===== config.mk =====
export PLATFORM = sky130hd
export DESIGN_NAME = named_split_phase_barrier
export DESIGN_NICKNAME = d
export VERILOG_FILES = /design/src/rtl/nspb_pkg.sv /design/src/rtl/nspb_dp.sv /design/src/rtl/nspb_ctrl.sv /design/src/rtl/named_split_phase_barrier.sv
export SDC_FILE = /design/constraint.sdc
export NUM_CORES = 2
export LEC_CHECK = 0
export ABC_AREA = 1
export BUFFER_PORTS_ARGS = -buffer_cell sky130_fd_sc_hd__buf_2
export CAP_MARGIN = 40
export CORE_ASPECT_RATIO = 0.9
export CORE_UTILIZATION = 29
export DETAILED_ROUTE_END_ITERATION = 10
export SYNTH_ARGS = -nofsm -noshare
export SYNTH_HDL_FRONTEND = slang
export SYNTH_SLANG_ARGS = --single-unit

===== constraint.sdc =====
create_clock -name i_clk -period 7.9 [get_ports i_clk]
set_input_delay 0.395 -clock i_clk [delete_from_list [all_inputs] [get_ports i_clk]]
set_output_delay 0.395 -clock i_clk [all_outputs]
set_load 0.02 [all_outputs]

===== src/rtl/nspb_pkg.sv =====
// Shared types and constants for the split-phase barrier.
// Used by the controller, the datapath and the top level; no dependencies.
`default_nettype none

package nspb_pkg;

    localparam int CNT_W = 6;
    localparam logic [CNT_W-1:0] COUNT_MAX = 6'd63;
    localparam logic [4:0] CFG_RESET = 5'd16;

    localparam logic OP_NOTIFY = 1'b0;
    localparam logic OP_WAIT   = 1'b1;

    localparam logic [1:0] FLAG_NAMED    = 2'd0;
    localparam logic [1:0] FLAG_MISMATCH = 2'd2;

    typedef enum logic [2:0] {
        ST_OK        = 3'd0,
        ST_MISMATCH  = 3'd1,
        ST_NOT_READY = 3'd2,
        ST_NOTIFIED  = 3'd3,
        ST_PROTOCOL  = 3'd4
    } t_status;

    typedef struct packed {
        logic load;
        logic notify;
        logic scan_start;
        logic scan_step;
        logic depart;
    } t_cmd;

    typedef struct packed {
        logic err;
        logic op_wait;
        logic not_ready;
        logic scan_done;
        logic mismatch;
    } t_sts;

endpackage

`default_nettype wire


===== src/rtl/nspb_dp.sv =====
// Barrier datapath: request registers, bank counters, node phase state,
// the stored flag and id memory, and the completion scan. Uses nspb_pkg.
`default_nettype none

module nspb_dp
    import nspb_pkg::*;
#(
    parameter int NODES = 16
) (
    input  wire logic        i_clk,
    input  wire logic        i_rst_n,
    input  wire logic        i_cfg_we,
    input  wire logic [4:0]  i_cfg_wdata,
    input  wire logic        i_op,
    input  wire logic [3:0]  i_node,
    input  wire logic [31:0] i_id,
    input  wire logic [1:0]  i_flags,
    input  wire t_cmd        i_cmd,
    output t_sts             o_sts
);

    localparam int NW    = (NODES > 1) ? $clog2(NODES) : 1;
    localparam int AW    = NW + 1;
    localparam int DEPTH = 2 ** AW;

    logic [4:0]       r_cfg;
    logic             r_op;
    logic [3:0]       r_node;
    logic [31:0]      r_id;
    logic [1:0]       r_flags;
    logic [CNT_W-1:0] r_arrive [2];
    logic [CNT_W-1:0] r_depart [2];
    logic [1:0]       r_sticky;
    logic [NODES-1:0] r_phase;
    logic [NODES-1:0] r_inside;
    logic [DEPTH-1:0] r_vld;
    logic [33:0]      r_mem [DEPTH];
    logic [33:0]      r_rd_data;
    logic             r_rd_valid;
    logic             r_bank;
    logic [CNT_W-1:0] r_ridx;
    logic             r_rd_own;
    logic             r_rd_scan;
    logic             r_issuing;
    logic             r_mm;
    logic             r_has_ref;
    logic [31:0]      r_ref;

    logic [4:0]       eff_n;
    logic [CNT_W-1:0] eff_n_w;
    logic [NW-1:0]    node_idx;
    logic             cur_bank;
    logic             cur_inside;
    logic             in_range;
    logic             issue_scan;
    logic             rd_en;
    logic [AW-1:0]    rd_addr;
    logic [1:0]       rd_flags;
    logic [31:0]      rd_id;
    logic [CNT_W-1:0] n_depart;

    always_comb begin
        if (r_cfg == 5'd0) begin
            eff_n = 5'd1;
        end else if (int'(r_cfg) > NODES) begin
            eff_n = 5'(NODES);
        end else begin
            eff_n = r_cfg;
        end
    end

    assign eff_n_w    = CNT_W'(eff_n);
    assign node_idx   = NW'(r_node);
    assign cur_bank   = r_phase[node_idx];
    assign cur_inside = r_inside[node_idx];
    assign in_range   = ({1'b0, r_node} < eff_n);
    assign issue_scan = i_cmd.scan_step && r_issuing && (r_ridx < eff_n_w);
    assign rd_flags   = r_rd_valid ? r_rd_data[33:32] : FLAG_NAMED;
    assign rd_id      = r_rd_valid ? r_rd_data[31:0] : 32'd0;

    always_comb begin
        rd_en   = 1'b0;
        rd_addr = {r_bank, r_ridx[NW-1:0]};
        if (i_cmd.scan_start) begin
            rd_en   = 1'b1;
            rd_addr = {cur_bank, node_idx};
        end else if (issue_scan) begin
            rd_en   = 1'b1;
        end
    end

    always_comb begin
        if (r_depart[r_bank] == COUNT_MAX) begin
            n_depart = COUNT_MAX;
        end else begin
            n_depart = r_depart[r_bank] + CNT_W'(1);
        end
    end

    assign o_sts.err       = !in_range || ((r_op == OP_NOTIFY) ? cur_inside : !cur_inside);
    assign o_sts.op_wait   = (r_op == OP_WAIT);
    assign o_sts.not_ready = (r_arrive[cur_bank] < eff_n_w);
    assign o_sts.scan_done = !r_issuing && !r_rd_own && !r_rd_scan;
    assign o_sts.mismatch  = r_mm;

    always_ff @(posedge i_clk) begin
        if (i_cmd.load) begin
            r_op    <= i_op;
            r_node  <= i_node;
            r_id    <= i_id;
            r_flags <= i_flags;
        end
        if (i_cmd.notify) begin
            r_mem[{cur_bank, node_idx}] <= {r_flags, r_id};
        end
        if (rd_en) begin
            r_rd_data <= r_mem[rd_addr];
        end
        if (i_cmd.scan_step && r_rd_scan && rd_flags == FLAG_NAMED && !r_has_ref) begin
            r_ref <= rd_id;
        end
    end

    always_ff @(posedge i_clk) begin
        if (!i_rst_n) begin
            r_cfg      <= CFG_RESET;
            r_arrive   <= '{default: '0};
            r_depart   <= '{default: '0};
            r_sticky   <= '0;
            r_phase    <= '0;
            r_inside   <= '0;
            r_vld      <= '0;
            r_rd_valid <= 1'b0;
            r_bank     <= 1'b0;
            r_ridx     <= '0;
            r_rd_own   <= 1'b0;
            r_rd_scan  <= 1'b0;
            r_issuing  <= 1'b0;
            r_mm       <= 1'b0;
            r_has_ref  <= 1'b0;
        end else begin
            if (i_cfg_we) begin
                r_cfg <= i_cfg_wdata;
            end
            if (rd_en) begin
                r_rd_valid <= r_vld[rd_addr];
            end
            if (i_cmd.notify) begin
                r_vld[{cur_bank, node_idx}] <= 1'b1;
                r_inside[node_idx] <= 1'b1;
                if (r_flags == FLAG_MISMATCH) begin
                    r_sticky[cur_bank] <= 1'b1;
                end
                if (r_arrive[cur_bank] != COUNT_MAX) begin
                    r_arrive[cur_bank] <= r_arrive[cur_bank] + CNT_W'(1);
                end
            end
            if (i_cmd.scan_start) begin
                r_bank    <= cur_bank;
                r_ridx    <= '0;
                r_rd_own  <= 1'b1;
                r_rd_scan <= 1'b0;
                r_issuing <= 1'b1;
                r_mm      <= r_sticky[cur_bank];
                r_has_ref <= 1'b0;
            end
            if (i_cmd.scan_step) begin
                r_rd_own  <= 1'b0;
                r_rd_scan <= issue_scan;
                if (issue_scan) begin
                    r_ridx <= r_ridx + CNT_W'(1);
                end else begin
                    r_issuing <= 1'b0;
                end
                if (r_rd_own && (rd_flags != r_flags || rd_id != r_id)) begin
                    r_mm <= 1'b1;
                end
                if (r_rd_scan && rd_flags == FLAG_NAMED) begin
                    if (!r_has_ref) begin
                        r_has_ref <= 1'b1;
                    end else if (rd_id != r_ref) begin
                        r_mm <= 1'b1;
                    end
                end
            end
            if (i_cmd.depart) begin
                r_inside[node_idx] <= 1'b0;
                r_phase[node_idx]  <= ~r_bank;
                if (n_depart >= eff_n_w) begin
                    r_arrive[r_bank] <= '0;
                    r_depart[r_bank] <= '0;
                    r_sticky[r_bank] <= 1'b0;
                end else begin
                    r_depart[r_bank] <= n_depart;
                end
            end
        end
    end

endmodule

`default_nettype wire


===== src/rtl/nspb_ctrl.sv =====
// Barrier controller: state machine that sequences each request through
// the datapath and owns the result register. Uses nspb_pkg.
`default_nettype none

module nspb_ctrl
    import nspb_pkg::*;
(
    input  wire logic i_clk,
    input  wire logic i_rst_n,
    input  wire logic i_s_valid,
    output logic      o_s_ready,
    input  wire logic i_m_ready,
    output logic      o_m_valid,
    output t_status   o_m_status,
    output t_cmd      o_cmd,
    input  wire t_sts i_sts
);

    typedef enum logic [1:0] {
        S_IDLE,
        S_EXEC,
        S_SCAN,
        S_DONE
    } t_state;

    t_state  r_state;
    t_state  n_state;
    t_status r_code;
    t_status n_code;
    logic    r_out_vld;
    t_status r_out_status;

    assign o_s_ready  = (r_state == S_IDLE);
    assign o_m_valid  = r_out_vld;
    assign o_m_status = r_out_status;

    always_comb begin
        o_cmd   = '0;
        n_state = r_state;
        n_code  = r_code;
        case (r_state)
            S_IDLE: begin
                if (i_s_valid) begin
                    o_cmd.load = 1'b1;
                    n_state    = S_EXEC;
                end
            end
            S_EXEC: begin
                n_state = S_DONE;
                if (i_sts.err) begin
                    n_code = ST_PROTOCOL;
                end else if (!i_sts.op_wait) begin
                    o_cmd.notify = 1'b1;
                    n_code       = ST_NOTIFIED;
                end else if (i_sts.not_ready) begin
                    n_code = ST_NOT_READY;
                end else begin
                    o_cmd.scan_start = 1'b1;
                    n_state          = S_SCAN;
                end
            end
            S_SCAN: begin
                if (i_sts.scan_done) begin
                    o_cmd.depart = 1'b1;
                    n_code       = i_sts.mismatch ? ST_MISMATCH : ST_OK;
                    n_state      = S_DONE;
                end else begin
                    o_cmd.scan_step = 1'b1;
                end
            end
            S_DONE: begin
                if (!r_out_vld || i_m_ready) begin
                    n_state = S_IDLE;
                end
            end
            default: begin
                n_state = S_IDLE;
            end
        endcase
    end

    always_ff @(posedge i_clk) begin
        if (!i_rst_n) begin
            r_state      <= S_IDLE;
            r_code       <= ST_OK;
            r_out_vld    <= 1'b0;
            r_out_status <= ST_OK;
        end else begin
            r_state <= n_state;
            r_code  <= n_code;
            if (r_state == S_DONE && (!r_out_vld || i_m_ready)) begin
                r_out_vld    <= 1'b1;
                r_out_status <= r_code;
            end else if (i_m_ready) begin
                r_out_vld <= 1'b0;
            end
        end
    end

endmodule

`default_nettype wire


===== src/rtl/named_split_phase_barrier.sv =====
// Split-phase barrier top level: a notify, a not-ready answer or a protocol error passes through
// the load and execute states to the result register; a completed wait also passes through the
// one-entry-a-cycle scan of the flag and id memory over the n effective nodes.
// One request is in flight at a time: the next transfer is taken in the cycle after the result
// is registered, later while an earlier result is still unread.
// Synchronous active-low reset clears counters, phases and valid bits; uses nspb_pkg.
`default_nettype none

module named_split_phase_barrier
    import nspb_pkg::*;
#(
    parameter int NODES = 16
) (
    input  wire logic        i_clk,
    input  wire logic        i_rst_n,
    input  wire logic        i_cfg_we,
    input  wire logic [4:0]  i_cfg_wdata,
    input  wire logic        s_axis_tvalid,
    output logic             s_axis_tready,
    // node [3:0], barrier_id [35:4], barrier_flags [37:36], zero fill
    input  wire logic [39:0] s_axis_tdata,
    // op
    input  wire logic        s_axis_tuser,
    output logic             m_axis_tvalid,
    input  wire logic        m_axis_tready,
    // status [2:0], zero fill
    output logic [7:0]       m_axis_tdata
);

    t_cmd    cmd;
    t_sts    sts;
    t_status status;

    nspb_ctrl u_ctrl (
        .i_clk      (i_clk),
        .i_rst_n    (i_rst_n),
        .i_s_valid  (s_axis_tvalid),
        .o_s_ready  (s_axis_tready),
        .i_m_ready  (m_axis_tready),
        .o_m_valid  (m_axis_tvalid),
        .o_m_status (status),
        .o_cmd      (cmd),
        .i_sts      (sts)
    );

    nspb_dp #(
        .NODES (NODES)
    ) u_dp (
        .i_clk       (i_clk),
        .i_rst_n     (i_rst_n),
        .i_cfg_we    (i_cfg_we),
        .i_cfg_wdata (i_cfg_wdata),
        .i_op        (s_axis_tuser),
        .i_node      (s_axis_tdata[3:0]),
        .i_id        (s_axis_tdata[35:4]),
        .i_flags     (s_axis_tdata[37:36]),
        .i_cmd       (cmd),
        .o_sts       (sts)
    );

    assign m_axis_tdata = {5'd0, status};

endmodule

`default_nettype wire


==> out/metrics.yaml <==
dieHeight_um: 410
cts_made_buffers: 138
first_global_vias: 33100
cts-hold-fix-buffers: 53
synthesis.instances: 4485
crit_start: "u_dp.node_idx[0]$_DFFE_PP_"
async_reset_ff_share_pct: 0
max-cap-violations: 0
crit_arrival_ns: 6.41
grt_first_pass_wirelength_um: 218000
grt-ovfl-total: 0
final.setup_skew_ns: 0.0277
synth_area_sq_um: 53600
worst_path_most_repeated_cell: "sky130_fd_sc_hd__nand2_1"
synth_largest_type_area_fraction_pct: 66.8
powerDensity_nw_per_um2: 244
synth_cell_types: 58
numPortBuffers: 53
worst_setup_path_endpoint: "u_dp.r_rd_data[22]$_DFFE_PP_"
number_of_enable_flip_flop_cells_after_synthesis: 1193
h-tree-depth: 4
dp_hpwl_um: 77400
rsz_0062_raised_after_global_routing: "no"
ys_seq_elements: 1310
clock_latency_ns: 0.76
final.setup.tns_ns: 0
cts_tree: "done"
worst_slew_pin_slew_ns: 0.915
post-route-period-util_pct: 74.8
synth_top_flop_cell: "sky130_fd_sc_hd__edfxtp_1"
cts.root.buffer_cell: "sky130_fd_sc_hd__clkbuf_16"
coreArea_sq_um: 183000
core.rowCount: 149
crit_fanout: 94
commonest_cells_post_synth: "sky130_fd_sc_hd__edfxtp_1, sky130_fd_sc_hd__nand2_1, sky130_fd_sc_hd__o21ai_0, sky130_fd_sc_hd__nand3_1, sky130_fd_sc_hd__inv_1"
r2r_setup_slack_ns: 1.99
cpMaxStageDelayCell: "sky130_fd_sc_hd__edfxtp_1"
antennaDiodeCount: 0
worstRegToRegCells: 24
final_nets: 4668
initial_core_util_pct: 29.2
critical_path_class: "reg2reg"
cp_top_family: "simple AND/OR/NAND/NOR gates"
chipWidth_um: 455
detail_route.wl_per_cell_um: 20.9
drt_wl_total_um: 149000
slew-limit-headroom_pct: 39.0
drtAntennaViolNets: 0
finalWorstPathRequiredPeriod_ns: 5.91
worst-endpoint-required_ns: 8.40
cts_post_setup_buffers_inserted: 0
grt_antenna_before_repair: 3
finalHoldViolCount: 0
netlist_top_cells_area: "sky130_fd_sc_hd__edfxtp_1, sky130_fd_sc_hd__nand2_1, sky130_fd_sc_hd__o21ai_0, sky130_fd_sc_hd__dfxtp_1, sky130_fd_sc_hd__nand3_1"
rr_endpoint: "u_dp.r_rd_data[22]$_DFFE_PP_"
cp-end-kind: "register"
detail_route.drc_violations: 0
max_freq_mhz: 169
worstHoldPathType: "in2reg"
cts.sinks: 1310
yosys_warnings: 0
dominant_cell_type_by_area_after_synthesis: "sky130_fd_sc_hd__edfxtp_1"
grt.total_usage_pct: 15.7
critical_path.reg2reg.startpoint: "u_dp.node_idx[0]$_DFFE_PP_"
timing.critical_path.cells: "inv_2 -> nand2_1 -> nand2_1 -> nand2_1 -> nand2_1 -> nand2_1 -> nand2_1 -> nor2_2 -> o21ai_0 -> ha_1 -> a21oi_1 -> nor2_1 -> nor3_2 -> nand2_2 -> nand3_4 -> nand2_1 -> o21ai_4 -> buf_12 -> buf_4 -> o21ai_0 -> nand3_1 -> nand2_1 -> nand2_1 -> nand2_1"
place_congestion: 0.820
finalSetupViolCount: 0
synth_area_per_cell_sq_um: 12.0
clkSlewWorstSetupHoldPaths_ns: 0.06
io-pin-count: 61
dr.pass1.iters: 5
ys_seq_area_share_pct: 71.2
maximum_clock_path_buffer_count: 3
floorplan.die_area_sq_um: 187000
largest_incremental_delay_on_the_critical_path_ns: 0.73
synth_most_common_cell: "sky130_fd_sc_hd__edfxtp_1"
slew_viols_final: 0
run_status: "completed"
ir_drop_uv: 202
area.growth.synth_to_final_pct: 16.5
grt_max_degree: 152
starting_drc_count_in_detailed_routing: 3833
worstSetupStartpointType: "register"
post_route_cells_drive_above_1_share_pct: 9.46
cts_resized: 0
via_per_inst: 4.90
routed-via-count: 34900
worstSetupPathDepth: 24
p_leak_uw: 0.0210
hold-worst-slack_ns: 0.0788
number_of_buffers_and_inverters_on_the_critical_path: 3
==> metrics by stage <==
stage | util (%) | setup WS [ns] | power [uW] | cells | area (sq um)
after floorplan | - | 3.53 | 8600 | 4489 | 53600
after global placement | 31.0 | 1.97 | 8970 | 6792 | 56900
after detailed placement | 31.3 | 2.06 | 9030 | 6817 | 57500
after CTS | 34.0 | 2.04 | 15400 | 7122 | 62400
after global routing | 34.0 | 1.49 | 15700 | 7122 | 62400
final | 34.0 | 1.99 | 15300 | 7122 | 62400
==> layout by cell type, fill, tap and decap left out, drive strengths merged, types with 2 or more instances in the layout <==
cell type,count
o21ai,559
nand2,814
a22oi,9
dlygate4sd3,53
xnor2,42
or2,14
conb,5
nand3,285
o21a,2
inv,296
buf,178
clkinvlp,2
edfxtp,1193
nor3,26
nand3b,5
dfxtp,117
a211oi,10
clkinv,57
nor2,241
o21bai,147
nand4,12
o211ai,102
clkbuf,178
nor4,7
ha,23
xor2,26
mux2i,2
a21oi,277
bufinv,9
==> worst register-to-register path: cells and delay by family (launching register included) <==
kind | cells | cell delay (ns)
simple gates | 16 | 2.05
buf+inv | 3 | 1.58
compound gates | 4 | 0.90
flops | 1 | 0.73
fa+ha+maj | 1 | 0.39
==> worst min path at each step <==
stage,from,slack [ns],depth (start not counted),to
finish,s_axis_tvalid,0.08,4,u_ctrl.r_state[1]$_SDFFE_PN0P_
global route,s_axis_tvalid,0.07,4,u_ctrl.r_state[1]$_SDFFE_PN0P_
CTS,s_axis_tvalid,0.03,4,u_ctrl.r_state[1]$_SDFFE_PN0P_
detailed placement,u_dp.r_sticky[1]$_SDFF_PN0_,0.45,2,u_dp.r_sticky[1]$_SDFF_PN0_
global placement,u_dp.r_depart[5]$_SDFFE_PN0P_,0.44,2,u_dp.r_depart[5]$_SDFFE_PN0P_
floorplan,u_ctrl.r_code[0]$_SDFFE_PN0P_,0.43,2,u_ctrl.o_m_status[0]$_SDFFE_PN0P_
==> layout make-up <==
class	count	area, sq um
clock buffer	178	3700
tap	2416	3020
multi-input combinational	2623	13400
inverter	290	1100
sequential	1310	38200
clock inverter	74	707
timing repair buffer	231	2340
fill	18000	121000
==> report_power, final <==
part           internal (uW)  switching (uW)
sequential              7950            60.7
combinational            210             687
clock                   3630            2730
==> registers in the layout (all words and copies together) (netlist names), 6 cells and up, named ones only <==
signal and cells:
u_dp.r_arrive 12, u_dp.r_depart 12, u_dp.r_id 32, u_dp.r_inside 10, u_dp.r_mem 1088, u_dp.r_phase 16, u_dp.r_rd_data 34, u_dp.r_ref 32
u_dp.r_ridx 6, u_dp.r_vld 32
==> kinds of logic (layout without fill, tap and decap cells) <==
logic type | after synthesis | count (layout) | share of synthesized area (%)
compound gates | 1117 | 1117 | 11.8
fa+ha+maj | 23 | 23 | 0.537
simple gates | 1408 | 1408 | 10.9
flops | 1310 | 1310 | 71.2
other cells | 1 | 5 | 0.00700
mux | 2 | 2 | 0.0374
xor+xnor | 68 | 68 | 1.11
buf+inv | 556 | 773 | 4.37
==> metal layers <==
layer / GRT usage [%] / share of wire [%]
met3: 2.25 / 6.5
met2: 25.8 / 48
met4: 4.83 / 2.5
met5: 0 / 0
met1: 21.3 / 43
Note: power is estimated with default switching activity, not from simulation.
